===== src/sv/ksl_pkg.sv =====
// ----------------------------------------------------------------------------
// ksl_pkg
// Constants, codes and types shared by the keyed stack with lookup.
// ----------------------------------------------------------------------------
package ksl_pkg;

  // Sizing of the stack.
  localparam int STACK_DEPTH = 16;
  localparam int KEY_BITS    = 16;
  localparam int ADDR_W      = $clog2(STACK_DEPTH);
  localparam int LVL_W       = $clog2(STACK_DEPTH + 1);

  // Fixed port widths.
  localparam int CMD_W    = 2;
  localparam int IKEY_W   = 16;
  localparam int VAL_W    = 32;
  localparam int STATUS_W = 3;
  localparam int DEPTH_W  = 5;

  // Command codes.
  localparam logic [CMD_W-1:0] CMD_PUSH   = 2'd0;
  localparam logic [CMD_W-1:0] CMD_POP    = 2'd1;
  localparam logic [CMD_W-1:0] CMD_PEEK   = 2'd2;
  localparam logic [CMD_W-1:0] CMD_UPDATE = 2'd3;

  // Status codes.
  localparam logic [STATUS_W-1:0] ST_OK      = 3'd0;
  localparam logic [STATUS_W-1:0] ST_DUP     = 3'd1;
  localparam logic [STATUS_W-1:0] ST_FULL    = 3'd2;
  localparam logic [STATUS_W-1:0] ST_UNDER   = 3'd3;
  localparam logic [STATUS_W-1:0] ST_MISSING = 3'd4;

  // Control for the key and data memories.
  typedef struct packed {
    logic                key_we;
    logic                val_we;
    logic [ADDR_W-1:0]   waddr;
    logic [ADDR_W-1:0]   raddr;
    logic [KEY_BITS-1:0] wkey;
    logic [VAL_W-1:0]    wval;
  } ram_ctl_t;

endpackage


===== src/sv/ksl_ram.sv =====
// ----------------------------------------------------------------------------
// ksl_ram
// Generic single-write, single-read memory with a registered read.
// ----------------------------------------------------------------------------
module ksl_ram #(
  parameter int WIDTH = 32,
  parameter int DEPTH = 16
) (
  input  logic                     clk,
  input  logic                     we,
  input  logic [$clog2(DEPTH)-1:0] waddr,
  input  logic [WIDTH-1:0]         wdata,
  input  logic [$clog2(DEPTH)-1:0] raddr,
  output logic [WIDTH-1:0]         rdata
);

  logic [WIDTH-1:0] mem [DEPTH];

  // Write port and registered read port.
  always_ff @(posedge clk) begin
    if (we) begin
      mem[waddr] <= wdata;
    end
    rdata <= mem[raddr];
  end

endmodule


===== src/sv/ksl_engine.sv =====
// ----------------------------------------------------------------------------
// ksl_engine
// Request sequencer: scans the key memory and applies push, pop, peek, update.
// ----------------------------------------------------------------------------
module ksl_engine (
  input  logic                           clk,
  input  logic                           rst_n,
  input  logic                           start,
  output logic                           busy,
  input  logic [ksl_pkg::CMD_W-1:0]      in_cmd,
  input  logic [ksl_pkg::IKEY_W-1:0]     in_entry_key,
  input  logic [ksl_pkg::VAL_W-1:0]      in_entry_value,
  output ksl_pkg::ram_ctl_t              ram_ctl,
  input  logic [ksl_pkg::KEY_BITS-1:0]   key_rd,
  input  logic [ksl_pkg::VAL_W-1:0]      val_rd,
  output logic                           out_valid,
  output logic [ksl_pkg::STATUS_W-1:0]   out_status,
  output logic [ksl_pkg::VAL_W-1:0]      out_read_value,
  output logic [ksl_pkg::DEPTH_W-1:0]    out_depth_now
);

  import ksl_pkg::*;

  typedef enum logic {
    S_IDLE,
    S_SCAN
  } state_t;

  state_t              state_r;
  logic [CMD_W-1:0]    cmd_r;
  logic [KEY_BITS-1:0] key_r;
  logic [VAL_W-1:0]    val_r;
  logic [LVL_W-1:0]    level_r;
  logic [LVL_W-1:0]    idx_r;
  logic                rd_valid_r;
  logic [ADDR_W-1:0]   rd_idx_r;
  logic                out_valid_r;
  logic [STATUS_W-1:0] out_status_r;
  logic [VAL_W-1:0]    out_read_value_r;
  logic [DEPTH_W-1:0]  out_depth_now_r;

  logic accept;
  logic scan;
  logic match;
  logic exhausted;
  logic full;

  assign accept = start && (state_r == S_IDLE);
  assign busy   = (state_r != S_IDLE);
  assign scan   = (state_r == S_SCAN);

  // Compare the key read in the previous cycle; the scan ends when all
  // stored entries have been issued and the last one did not match.
  assign match     = rd_valid_r && (key_rd == key_r);
  assign exhausted = !match && (idx_r == level_r);
  assign full      = (level_r == LVL_W'(STACK_DEPTH));

  // Memory control: read along the scan, write on a new push or an update.
  always_comb begin
    ram_ctl.raddr  = idx_r[ADDR_W-1:0];
    ram_ctl.key_we = scan && exhausted && (cmd_r == CMD_PUSH) && !full;
    ram_ctl.val_we = ram_ctl.key_we || (scan && match && (cmd_r == CMD_UPDATE));
    ram_ctl.waddr  = match ? rd_idx_r : level_r[ADDR_W-1:0];
    ram_ctl.wkey   = key_r;
    ram_ctl.wval   = val_r;
  end

  // State, scan counters and the registered result.
  always_ff @(posedge clk) begin
    if (!rst_n) begin
      state_r     <= S_IDLE;
      level_r     <= '0;
      idx_r       <= '0;
      rd_valid_r  <= 1'b0;
      out_valid_r <= 1'b0;
    end else begin
      out_valid_r <= 1'b0;
      unique case (state_r)
        S_IDLE: begin
          if (accept) begin
            cmd_r      <= in_cmd;
            key_r      <= KEY_BITS'(in_entry_key);
            val_r      <= in_entry_value;
            idx_r      <= '0;
            rd_valid_r <= 1'b0;
            if (in_cmd == CMD_POP) begin
              // A pop needs no scan and answers in the next cycle.
              out_valid_r      <= 1'b1;
              out_read_value_r <= '0;
              if (level_r == '0) begin
                out_status_r    <= ST_UNDER;
                out_depth_now_r <= DEPTH_W'(level_r);
              end else begin
                out_status_r    <= ST_OK;
                level_r         <= level_r - 1'b1;
                out_depth_now_r <= DEPTH_W'(level_r - 1'b1);
              end
            end else begin
              state_r <= S_SCAN;
            end
          end
        end
        S_SCAN: begin
          if (match) begin
            // Key found at rd_idx_r.
            state_r          <= S_IDLE;
            out_valid_r      <= 1'b1;
            out_status_r     <= (cmd_r == CMD_PUSH) ? ST_DUP : ST_OK;
            out_read_value_r <= (cmd_r == CMD_PEEK) ? val_rd : '0;
            out_depth_now_r  <= DEPTH_W'(level_r);
          end else if (exhausted) begin
            // Key absent: a push stores it on top unless the stack is full.
            state_r          <= S_IDLE;
            out_valid_r      <= 1'b1;
            out_read_value_r <= '0;
            out_depth_now_r  <= DEPTH_W'(level_r);
            if (cmd_r == CMD_PUSH) begin
              if (full) begin
                out_status_r <= ST_FULL;
              end else begin
                out_status_r    <= ST_OK;
                level_r         <= level_r + 1'b1;
                out_depth_now_r <= DEPTH_W'(level_r + 1'b1);
              end
            end else begin
              out_status_r <= ST_MISSING;
            end
          end else begin
            // Issue the next key read.
            idx_r      <= idx_r + 1'b1;
            rd_valid_r <= 1'b1;
            rd_idx_r   <= idx_r[ADDR_W-1:0];
          end
        end
        default: begin
          state_r <= S_IDLE;
        end
      endcase
    end
  end

  assign out_valid      = out_valid_r;
  assign out_status     = out_status_r;
  assign out_read_value = out_read_value_r;
  assign out_depth_now  = out_depth_now_r;

endmodule


===== src/sv/keyed_stack_with_lookup.sv =====
// A pop answers in the cycle after it is accepted, and busy stays low.
// Push, peek and update scan the stored keys through the key memory's single
// read port, one entry a cycle, and hold busy high while they scan. The next
// request is accepted in the cycle busy drops.
// Reset clears the fill level and the result strobe; the memories keep their
// contents, and only entries below the fill level are ever read.
// ----------------------------------------------------------------------------
// keyed_stack_with_lookup
// Bounded stack of key/data entries with push, pop, peek and update by key.
// ----------------------------------------------------------------------------
module keyed_stack_with_lookup (
  input  logic                                clk,
  input  logic                                rst_n,
  input  logic                                start,
  output logic                                busy,
  input  logic [ksl_pkg::CMD_W-1:0]           in_cmd,
  input  logic [ksl_pkg::IKEY_W-1:0]          in_entry_key,
  input  logic signed [ksl_pkg::VAL_W-1:0]    in_entry_value,
  output logic                                out_valid,
  output logic [ksl_pkg::STATUS_W-1:0]        out_status,
  output logic signed [ksl_pkg::VAL_W-1:0]    out_read_value,
  output logic [ksl_pkg::DEPTH_W-1:0]         out_depth_now
);

  import ksl_pkg::*;

  ram_ctl_t            ram_ctl;
  logic [KEY_BITS-1:0] key_rd;
  logic [VAL_W-1:0]    val_rd;
  logic [VAL_W-1:0]    read_value;

  // Request sequencer.
  ksl_engine u_engine (
    .clk            (clk),
    .rst_n          (rst_n),
    .start          (start),
    .busy           (busy),
    .in_cmd         (in_cmd),
    .in_entry_key   (in_entry_key),
    .in_entry_value (VAL_W'(unsigned'(in_entry_value))),
    .ram_ctl        (ram_ctl),
    .key_rd         (key_rd),
    .val_rd         (val_rd),
    .out_valid      (out_valid),
    .out_status     (out_status),
    .out_read_value (read_value),
    .out_depth_now  (out_depth_now)
  );

  assign out_read_value = signed'(read_value);

  // Key memory.
  ksl_ram #(
    .WIDTH (KEY_BITS),
    .DEPTH (STACK_DEPTH)
  ) u_key_ram (
    .clk   (clk),
    .we    (ram_ctl.key_we),
    .waddr (ram_ctl.waddr),
    .wdata (ram_ctl.wkey),
    .raddr (ram_ctl.raddr),
    .rdata (key_rd)
  );

  // Data memory, read in step with the key memory.
  ksl_ram #(
    .WIDTH (VAL_W),
    .DEPTH (STACK_DEPTH)
  ) u_val_ram (
    .clk   (clk),
    .we    (ram_ctl.val_we),
    .waddr (ram_ctl.waddr),
    .wdata (ram_ctl.wval),
    .raddr (ram_ctl.raddr),
    .rdata (val_rd)
  );

endmodule


===== config.mk =====
export PLATFORM = sky130hd
export DESIGN_NAME = keyed_stack_with_lookup
export DESIGN_NICKNAME = d
export VERILOG_FILES = /design/src/sv/ksl_pkg.sv /design/src/sv/ksl_ram.sv /design/src/sv/ksl_engine.sv /design/src/sv/keyed_stack_with_lookup.sv
export SDC_FILE = /design/constraint.sdc
export NUM_CORES = 1
export LEC_CHECK = 0
export ABC_AREA = 1
export BUFFER_PORTS_ARGS = -buffer_cell sky130_fd_sc_hd__buf_2
export CAP_MARGIN = 20
export CORE_MARGIN = 10
export CORE_UTILIZATION = 30
export DETAILED_ROUTE_END_ITERATION = 16
export SYNTH_ARGS = -nofsm -noshare
export SYNTH_HDL_FRONTEND = slang
export SYNTH_SLANG_ARGS = --single-unit

===== constraint.sdc =====
create_clock -name clk -period 9.1 [get_ports clk]
set_clock_uncertainty 0.2 [all_clocks]
set_input_delay 0.91 -clock clk [delete_from_list [all_inputs] [get_ports clk]]
set_output_delay 0.91 -clock clk [all_outputs]
set_load 0.01 [all_outputs]

==> run metrics, run 1 <==
outcome=completed; drt drc=0; element type at the critical path end=flop; die area=between 100000 and 150000 um^2; CTS resizes=0; dominant cells by area after synthesis=edfxtp_1, o21ai_0, nor2_1; TNS Setup=0 ns; GPL Wtd Cong=0.8149; die width=~360 um; H-tree levels=3; die span in y=363.4 um; first-pass GRT wire length=around 130 mm; hpwl dp=45.77 mm; Critical Path AT=4.18 ns; metal2 WL=40.88 mm; DR WL/cell=20.26 um; Lkg Pwr=13.28 nW; FF-to-FF Start=u_engine.idx_r[2]; CTS tree=built; Root Driver=clkbuf_16; Core ar.=between 100000 and 150000 um^2; gr ovfl total=0; final WL=a little under 90 mm; area share of the leading cell type in the synthesized netlist=roughly three quarters; Hold Crit Start=in_entry_value[16]; vias in the first global route=20493; minimum clock period=~4.1 ns; area grow syn2layout=15.05%; Routed met1 length=38.50 mm; maxcap violations=0; Worst setup SP type=flop; starting density of the core=slightly above 30%; Synth area leader=edfxtp_1; Syn Area/Cell=13.56 um^2; All-Layer GR Usage=between 10% and 20%; Crit Path Class=flop to flop; PD cells=234.0 nW/um^2; I/O pin count=95; hold_buf cts=0; clock-pin slew on the worst setup and hold paths=approximately 0.070 ns; vias post-DR=21065; Power Total=9.526 mW; Netlist cell types=34; post-synthesis sequential area ratio=approximately three quarters; final setup vio count=0; DR top layer=met4; RSZ-0062 raised after global routing=no; # Post-CTS Setup Buffers=0; Post-DRT Antenna Nets=0; TritonRoute pass-1 iters=6; Core Rows=125; final hold slack=between 0.2 and 0.25 ns; most common cell in the netlist=edfxtp_1; largest net degree at the start of global routing=between 200 and 250; CP max FO=52; Ys Warns=0; Slew HR=32.27%; crit path from=u_engine.idx_r[2]; FMAX=0.2426 GHz; syn nets=2666; fin crit share=45.29%; Worst-Margin Slew=1.016 ns; synth cell count leaders=edfxtp_1, nor2_1, o21ai_0; Bufs on Longest Clock Path=3; Clk Latency, worst-skew pair=0.65 ns; number of synthesized flops with an enable pin=862; hold depth=1; prevailing post-synth register cell=edfxtp_1; Met3 Wirelength=5.321 mm; CP Data Required Time=9.16 ns; mapped cell area=35380 um^2; Num CTS Buffers=89; fin nets=2727; flops & latches, synth=just over 900; Max Slew Vio Count=0; Gate Count Post-Synth=~2600; CTS Sinks=923; initial antenna violation count=4; via density per instance=4.936; Hold Fails Final Rpt=0; Synth async-reset ratio=0%; Worst VDD drop=0.1399 mV; hold crit path type=input port to flop; PortBufs=94; share of cells above drive strength 1=12.80%; 1st-iter DRT viols=between 2000 and 2500; Worst R2R Path Depth=10
-- path summary, 6_finish.rpt --
check / end / slack [ns]
worst min-delay path: u_engine.val_r[16] / 0.23
worst max register to register: u_val_ram.mem[13][2] / 4.98
worst max-delay path: u_val_ram.mem[13][2] / 4.98
worst min register to register: u_engine.out_read_value[14] / 0.32
-- registers in the layout, indices dropped and copies added, names as in the netlist --
signal                   cells
u_key_ram.mem              256
u_key_ram.rdata             16
u_engine.rd_idx_r            4
u_engine.level_r             5
u_engine.cmd_r               2
u_engine.key_r              16
u_engine.val_r              32
u_val_ram.rdata             32
u_engine.out_status          3
u_engine.out_valid           1
u_engine.idx_r               5
u_engine.out_depth_now       5
u_engine.rd_valid_r          1
u_val_ram.mem              512
u_engine.out_read_value     32
u_engine.busy                1
-- per-stage QoR --
stage | std cells | util (%) | area, um^2 | setup WS [ns]
after floorplan | 2610 | - | 35380 | 4.984
after global placement | 4095 | 32.22 | 37590 | 5.068
after detailed placement | 4098 | 32.26 | 37640 | 5.029
after CTS | 4261 | 34.81 | 40610 | 4.977
after global routing | 4267 | 34.89 | 40710 | 4.742
final | 4268 | 34.89 | 40710 | 4.978
-- logic make-up (layout without fill, tap and decap cells) --
family | Yosys count | after routing | share of synthesized area, %
buffers and inverters | 262 | 395 | 2.882
other | 0 | 1 | 0
adders and majority gates | 3 | 3 | 0.1061
and+or+nand+nor | 752 | 752 | 8.745
DFF | 923 | 923 | 76.61
AOI/OAI and AO/OA | 659 | 659 | 11.39
xor gates and xnor gates | 11 | 11 | 0.2723
-- power by group --
| group | leakage, nW | total (mW) | switching [mW] | internal, mW |
|---|---|---|---|---|
| Combinational | 3.54 | 0.900 | 0.642 | 0.258 |
| Clock | 1.45 | 3.74 | 1.60 | 2.13 |
| Sequential | 8.29 | 4.89 | 0.129 | 4.76 |
| Total | 13.3 | 9.53 | 2.38 | 7.15 |
-- critical path: stages, from the launching register on --
cell and delay, ns:
dfxtp_4 0.68, buf_4 0.66, inv_2 0.07, nand2_1 0.08, nand4_1 0.09, nor3_2 0.27
nand4_4 0.39, nand2_1 0.21, inv_2 0.29, nor2_4 0.18, buf_4 0.53
-- layout make-up --
type,instances,area [um^2]
repair buffers,140,914.6
flip-flops and latches,923,27120
well taps,1524,1907
clock buffers,105,2328
fillers,11192,75970
clock inverters,58,648.1
multi-input cells,1425,7426
inverters,92,360.3
diodes,1,2.502
-- cell usage in the layout (no fill, tap or decap), types with 3 or more instances in the layout --
cell type / netlist / routed
o211ai_1: 59 / 59
o221ai_1: 136 / 136
clkinvlp_4: 0 / 4
clkinv_2: 0 / 22
a21oi_1: 10 / 10
ha_1: 3 / 3
bufinv_16: 0 / 10
clkbuf_16: 0 / 90
nand4_1: 13 / 13
clkinv_1: 1 / 12
edfxtp_1: 862 / 862
clkbuf_1: 142 / 13
buf_12: 0 / 3
nand2_2: 8 / 8
nand3_1: 62 / 62
clkinv_8: 0 / 4
buf_8: 0 / 4
nand2_1: 155 / 155
xnor2_1: 6 / 6
xor2_1: 5 / 5
or2_2: 3 / 3
dfxtp_1: 61 / 57
inv_8: 0 / 3
buf_6: 2 / 3
inv_1: 87 / 84
nor2_4: 9 / 26
buf_4: 1 / 35
o22ai_1: 59 / 59
inv_2: 4 / 6
nor2_1: 490 / 457
o21ai_0: 395 / 395
dfxtp_4: 0 / 4
nor2_2: 3 / 19
buf_2: 13 / 94
-- routing by layer --
layer | vias to the layer above | track usage (%)
met4 | 0 | 3.581
li1 | 9826 | -
met5 | - | 0
met3 | 119 | 2.162
met2 | 666 | 20.68
met1 | 10454 | 17.03
(Power assumes the default switching activity.)
==> inputs of run 2 (changes only) <==
ABC_AREA = 0   (was 1)
clock period = 3.72 ns   (was 9.1 ns; I/O delays follow)
==> run 2 against run 1 <==
Against the previous run:
- synthesized cell count is 44% lower
- cell area up 1.1%
- flip-flop and latch count is the same
- final cell count is 23% lower
- global-route usage is 0.95 points lower
- synthesized area is 2.9% lower
- hold slack lost 0.0060 ns
- non-clock buffer count grew 80
- sequential share of layout area decreased by 0.72 points
- highest routed layer unchanged
==> run metrics, run 2 <==
maxcap violations=0 (unchanged); flops & latches, synth=923 (unchanged); die span in y=358.4 um (-1.4%); fin crit share=93.45% (+48 points); P_sw=4.356 mW (+83%); Core Rows=124 (-0.80%); Bufs on Longest Clock Path=3 (unchanged); mapped cell area=34360 um^2 (-2.9%); clock-pin slew on the worst setup and hold paths=0.06 ns (about the same); PD cells=517.2 nW/um^2 (+120%); dominant cells by area after synthesis=edfxtp_1, mux4_2, dfxtp_1; CTS tree=built; area grow syn2layout=19.78%; final instance area=41150 um^2 (+1.1%); Hold Fails Final Rpt=0 (unchanged); syn nets=1529 (-43%); top flop regs=u_val_ram.mem: 512 flops, u_key_ram.mem: 256 flops; RSZ-0062 raised after global routing=no; Worst-Margin Slew=1.017 ns (+0.001118 ns); Synth area leader=edfxtp_1; max FFs per register=512 (unchanged); most frequent cells in the layout=edfxtp_1, mux4_2, clkbuf_16; most common cell after layout, fill and taps aside=edfxtp_1; CTS resizes=0 (unchanged); Syn Area/Cell=23.32 um^2 (+72%); element type at the critical path end=flop; Num CTS Buffers=94 (+5.6%); Clock power frac=42.9% (+3.7 points); final setup vio count=0 (unchanged); final hold slack=0.2236 ns (-0.006046 ns); number of synthesized flops with an enable pin=862 (unchanged); All-Layer GR Usage=11.64% (-0.95 points); synth cell count leaders=edfxtp_1, mux4_2, dfxtp_1; Worst VDD drop=0.3471 mV (+150%); area share of the leading cell type in the synthesized netlist=75.34% (+2.2 points); Gate Count Post-Synth=1473 (-44%); first-pass GRT wire length=111.8 mm (-13%); CP max FO=32 (-38%); TritonRoute pass-1 iters=5 (-1); Synth async-reset ratio=0% (unchanged); vias in the first global route=16537 (-19%); placed insts=3081 (-25%); CP Data Required Time=3.85 ns (-5.31 ns); Worst setup SP type=flop; Ys Warns=0 (unchanged); 1st-iter DRT viols=1281 (-38%); Comb pwr share=3.0% (-6.4 points); Clk Latency, worst-skew pair=0.67 ns (+0.02 ns); initial antenna violation count=0 (-4); largest net degree at the start of global routing=108 (-54%); minimum clock period=3.476 ns (-0.6454 ns); share of cells above drive strength 1=32.20% (+19 points); gr ovfl total=0 (unchanged); I/O pin count=95 (unchanged); GPL Wtd Cong=0.7478 (-8.2%); switch share=20.47% (-4.5 points); H-tree levels=3 (unchanged); most common cell in the netlist=edfxtp_1; Netlist cell types=53 (+56%); outcome=completed; Reg with most FFs=u_val_ram.mem; drt drc=0 (unchanged); # Post-CTS Setup Buffers=0 (unchanged); via density per instance=4.703 (-4.7%); Post-DRT Antenna Nets=0 (unchanged); internal power=16.93 mW (+140%); Post-Layout Cell Count=3305 (-23%); dpl ws=0.2702 ns (-4.759 ns); Core ar.=114000 um^2 (-2.3%); PortBufs=94 (unchanged); Max Slew Vio Count=0 (unchanged); vias post-DR=15545 (-26%); die width=358.4 um (-1.4%); FMAX=0.2877 GHz (+19%); Setup WS post-layout=0.2436 ns (-4.735 ns); hpwl dp=44.15 mm (-3.5%); CTS Sinks=923 (unchanged); final WL=75.10 mm (-13%); Critical Path AT=3.60 ns (-0.58 ns); Lkg Pwr=12.55 nW (-5.5%); Crit Path Class=flop to flop; post-synthesis sequential area ratio=78.90% (+2.3 points); hold crit path type=input port to flop; DP Area=37580 um^2 (-0.15%); TNS Setup=0 ns (unchanged); prevailing post-synth register cell=edfxtp_1; Sequential Power Share=54.1% (+2.8 points); DR WL/cell=22.72 um (+12%); fin nets=1774 (-35%); starting density of the core=30.13% (-0.20 points); Root Driver=clkbuf_16; Slew HR=32.20% (-0.075 points); die area=128500 um^2 (-2.7%)
==> run 2: cell count changes after synthesis, sizes merged, moves of 57 or more <==
cell	before	now
nand2	163	18
inv	91	8
nor2	502	34
o21ai	395	6
o221ai	136	1
clkbuf	143	35
o211ai	59	2
mux4	0	240
==> run 2: metal layers <==
metal,vias to the layer above,routed length (um),part of all wire (%),track usage (%)
met5,-,0,0,0
met3,99,3939,5.2,2.099
met2,440,36730,49,18.96
li1,6719,-,-,-
met1,8287,32950,44,16.03
met4,0,1477,2.0,2.989
==> run 2: cells by family (layout without fill, tap and decap cells) <==
| kind of cell | Yosys count | after routing | synth area share [%] |
|---|---|---|---|
| flops | 923 | 923 | 78.90 |
| mux | 247 | 247 | 15.94 |
| simple gates | 142 | 142 | 2.389 |
| buf+inv | 79 | 398 | 0.9906 |
| compound gates | 56 | 56 | 1.082 |
| xor+xnor | 23 | 23 | 0.5863 |
| fa+ha+maj | 3 | 3 | 0.1093 |
| other cells | 0 | 1 | 0 |
==> run 2: cell type report <==
type	count	area, um^2
Inverter	8	30.03
Antenna cell	1	2.502
Tap cell	1512	1892
Clock inverter	40	426.7
Timing Repair Buffer	220	1912
Multi-Input combinational cell	471	7161
Fill cell	10306	72880
Clock buffer	130	2609
Sequential cell	923	27120
==> run 2: critical path: stages (launching register included) <==
cell      delay (ns)
edfxtp_1        0.41
xnor2_1         0.32
nand3_1         0.27
nor4_2          0.34
buf_4           0.16
nand2_1         0.19
or4_1           0.74
o22ai_4         0.23
buf_12          0.27
==> run 2: worst paths after layout <==
kind | startpoint | end | slack [ns] | depth (start not counted)
setup / recovery | u_engine.key_r[4] | u_val_ram.mem[0][13] | 0.24 | 8
hold / removal | in_entry_value[8] | u_engine.val_r[8] | 0.22 | 2
setup reg to reg | u_engine.key_r[4] | u_val_ram.mem[0][13] | 0.24 | 8
hold reg to reg | u_val_ram.rdata[11] | u_engine.out_read_value[11] | 0.30 | 1
==> run 2: power by group through the flow <==
stage | logic [mW] | clock network, mW | registers [mW]
floorplan | 0.354 | 0 | 11.7
global placement | 0.607 | 0 | 11.7
detailed placement | 0.612 | 0 | 11.7
CTS | 0.661 | 9.36 | 11.5
global route | 0.699 | 9.79 | 11.5
finish | 0.645 | 9.12 | 11.5
==> run 2: through the flow <==
| stage | util (%) | power (mW) |
|---|---|---|
| after global routing | 36.08 | 22.01 |
| after floorplan | - | 12.07 |
| after global placement | 32.96 | 12.34 |
| after CTS | 36.08 | 21.54 |
| after detailed placement | 32.96 | 12.35 |
| final | 36.09 | 21.28 |
==> run 2: repair_timing <==
action                     CTS  global route
setup endpoints to repair    0             0
hold buffers                53             0
hold endpoints to repair    57             0
==> inputs of run 3 (changes only) <==
CELL_PAD_IN_SITES_DETAIL_PLACEMENT = 1   (was not set)
CELL_PAD_IN_SITES_GLOBAL_PLACEMENT = 2   (was not set)
PLACE_DENSITY_LB_ADDON = 0.1   (was not set)
==> run 3 against run 2 <==
Against the previous run:
- sequential share of layout area fell by 1.1 points
- largest cell class unchanged
- largest power group unchanged
- sequential power is essentially flat
- global-route usage grew 2.5 points
- non-clock buffer count is 13 higher
==> run metrics, run 3 (synthesis gave the netlist of run 2 again) <==
initial antenna violation count=7 (+7); vias post-DR=15892 (+2.2%); CTS Sinks=923 (unchanged); die width=358.4 um (unchanged); share of cells above drive strength 1=33.92% (+1.7 points); crit path from=u_engine.key_r[0]; fin nets=1797 (+1.3%); PortBufs=94 (unchanged); die span in y=358.4 um (unchanged); Post-Layout Cell Count=3344 (+1.2%); worst stage delay on the critical path=0.71 ns (-0.03 ns); routing usage on met3=2.357% (+0.26 points); met2 usage=22.55% (+3.6 points); minimum clock period=3.485 ns (+0.008364 ns); gr busiest metal=met2; DR WL/cell=27.04 um (+19%); drt drc=0 (unchanged); Power Total=22.56 mW (+6.0%); Sequential Power Share=51.1% (-3.0 points); Top delay family on crit path=simple AND/OR/NAND/NOR gates; I/O pin count=95 (unchanged); P_sw=4.655 mW (+6.9%); Num CTS Buffers=104 (+11%); switch share=20.63% (+0.17 points); Core Rows=124 (unchanged); starting density of the core=30.13% (unchanged); via density per instance=4.752 (+1.0%); die area=128500 um^2 (unchanged); first-pass GRT wire length=130.8 mm (+17%); hpwl dp=52.76 mm (+19%); final WL=90.41 mm (+20%); area grow syn2layout=21.91%; H-tree levels=3 (unchanged); Hold Crit Start=in_entry_value[26]; Worst-Margin Slew=1.064 ns (+0.04718 ns); Critical Path AT=3.64 ns (+0.04 ns); max FFs per register=512 (unchanged); internal power=17.91 mW (+5.8%); placed insts=3085 (+0.13%); All-Layer GR Usage=14.16% (+2.5 points); Crit Path Class=flop to flop; Worst VDD drop=0.3241 mV (-6.6%); most frequent cells in the layout=edfxtp_1, mux4_2, clkbuf_16; final instance area=41880 um^2 (+1.8%); Clock power frac=45.8% (+2.9 points); Clk Latency, worst-skew pair=0.69 ns (+0.02 ns); CTS tree=built; Post-DRT Antenna Nets=0 (unchanged); FMAX=0.2870 GHz (-0.24%); GPL Wtd Cong=0.7189 (-3.9%); Worst setup SP type=flop; Max Slew Vio Count=0 (unchanged); worst-path cell chain=xnor2_1 > nand4_1 > nor4_2 > buf_4 > nand2_1 > or4_1 > o22ai_4 > buf_4; gr ovfl total=0 (unchanged); DP Area=37830 um^2 (+0.66%); most common cell after layout, fill and taps aside=edfxtp_1; most used cell, CP=buf_4; PD cells=538.7 nW/um^2 (+4.1%); Slowest cell on crit path=or4_1; CP max FO=14 (-56%); FF-to-FF Start=u_engine.key_r[0]; hold crit path type=input port to flop; Comb pwr share=3.1% (about the same); Bufs on Longest Clock Path=3 (unchanged); maxcap violations=0 (unchanged); TritonRoute pass-1 iters=5 (unchanged); Fillers=10813 (+4.9%); vias in the first global route=17417 (+5.3%); fin crit share=93.68% (+0.22 points); top flop regs=u_val_ram.mem: 512 flops, u_key_ram.mem: 256 flops; CP Data Required Time=3.87 ns (+0.02 ns); Slew HR=29.05% (-3.1 points); Hold Fails Final Rpt=0 (unchanged); largest net degree at the start of global routing=142 (+31%); RSZ-0062 raised after global routing=no; buffer and inverter count on the worst path=2 (unchanged); Setup WS post-layout=0.2352 ns (-0.008364 ns); Reg with most FFs=u_val_ram.mem; Core ar.=114000 um^2 (unchanged); dpl ws=0.09413 ns (-0.1761 ns); Lkg Pwr=12.87 nW (+2.5%); Root Driver=clkbuf_16; final setup vio count=0 (unchanged); element type at the critical path end=flop; met1 Use GR=20.03% (+4.0 points); 1st-iter DRT viols=1088 (-15%); clock-pin slew on the worst setup and hold paths=0.06 ns (about the same); outcome=completed; multi-input logic area=7201 um^2 (+0.56%); Sequential Area=27120 um^2 (about the same)
[run 3: changes by cell type in the layout (fill, tap and decap cells not counted), sizes merged, moves of 2 or more]
cell / before / now
buf: 167 / 181
bufinv: 4 / 11
clkbuf: 130 / 150
clkinv: 28 / 30
clkinvlp: 3 / 1
[run 3: layout make-up]
| type | count | area share, % |
|---|---|---|
| Antenna cell | 1 | 0.005975 |
| Clock buffer | 150 | 6.943 |
| Clock inverter | 46 | 1.299 |
| Inverter | 8 | 0.07170 |
| Multi-Input combinational cell | 471 | 17.19 |
| Sequential cell | 923 | 64.75 |
| Tap cell | 1512 | 4.517 |
| Timing Repair Buffer | 233 | 5.219 |
[run 3: through the flow]
step	hold WS (ns)	setup TNS, ns	util (%)
after floorplan	0.2029	-273.02	-
after detailed placement	0.2931	0	33.17
after global routing	0.1748	0	36.73
after global placement	0.2841	0	33.17
after CTS	0.1414	0	36.66
final	0.1984	0	36.73
[run 3: repair_timing]
item,in CTS,in global routing
endpoints found under the setup margin,0,49
buffers inserted,0,9
hold buffers,52,0
gates resized for setup,0,0
endpoints found under the hold margin,58,0
[run 3: final timing paths]
check | to | slack (ns) | cells past startpoint
hold reg to reg | u_engine.out_read_value[19] | 0.30 | 1
setup / recovery | u_val_ram.mem[3][13] | 0.24 | 8
hold / removal | u_engine.val_r[26] | 0.20 | 2
setup reg to reg | u_val_ram.mem[3][13] | 0.24 | 8
[run 3: metal layers]
layer	share of wire [%]	vias up
met5	0.014	-
met4	1.8	2
met3	3.9	105
met2	47	300
met1	47	8682
li1	-	6803
[run 3: power groups by stage]
| stage | registers (mW) | logic [mW] | clock network (mW) |
|---|---|---|---|
| 2_1_floorplan | 11.7 | 0.354 | 0 |
| 3_3_place_gp | 11.7 | 0.665 | 0 |
| 3_5_place_dp | 11.7 | 0.662 | 0 |
| 4_1_cts | 11.5 | 0.711 | 10.7 |
| 5_1_grt | 11.5 | 0.760 | 11.1 |
| 6_report | 11.5 | 0.694 | 10.3 |
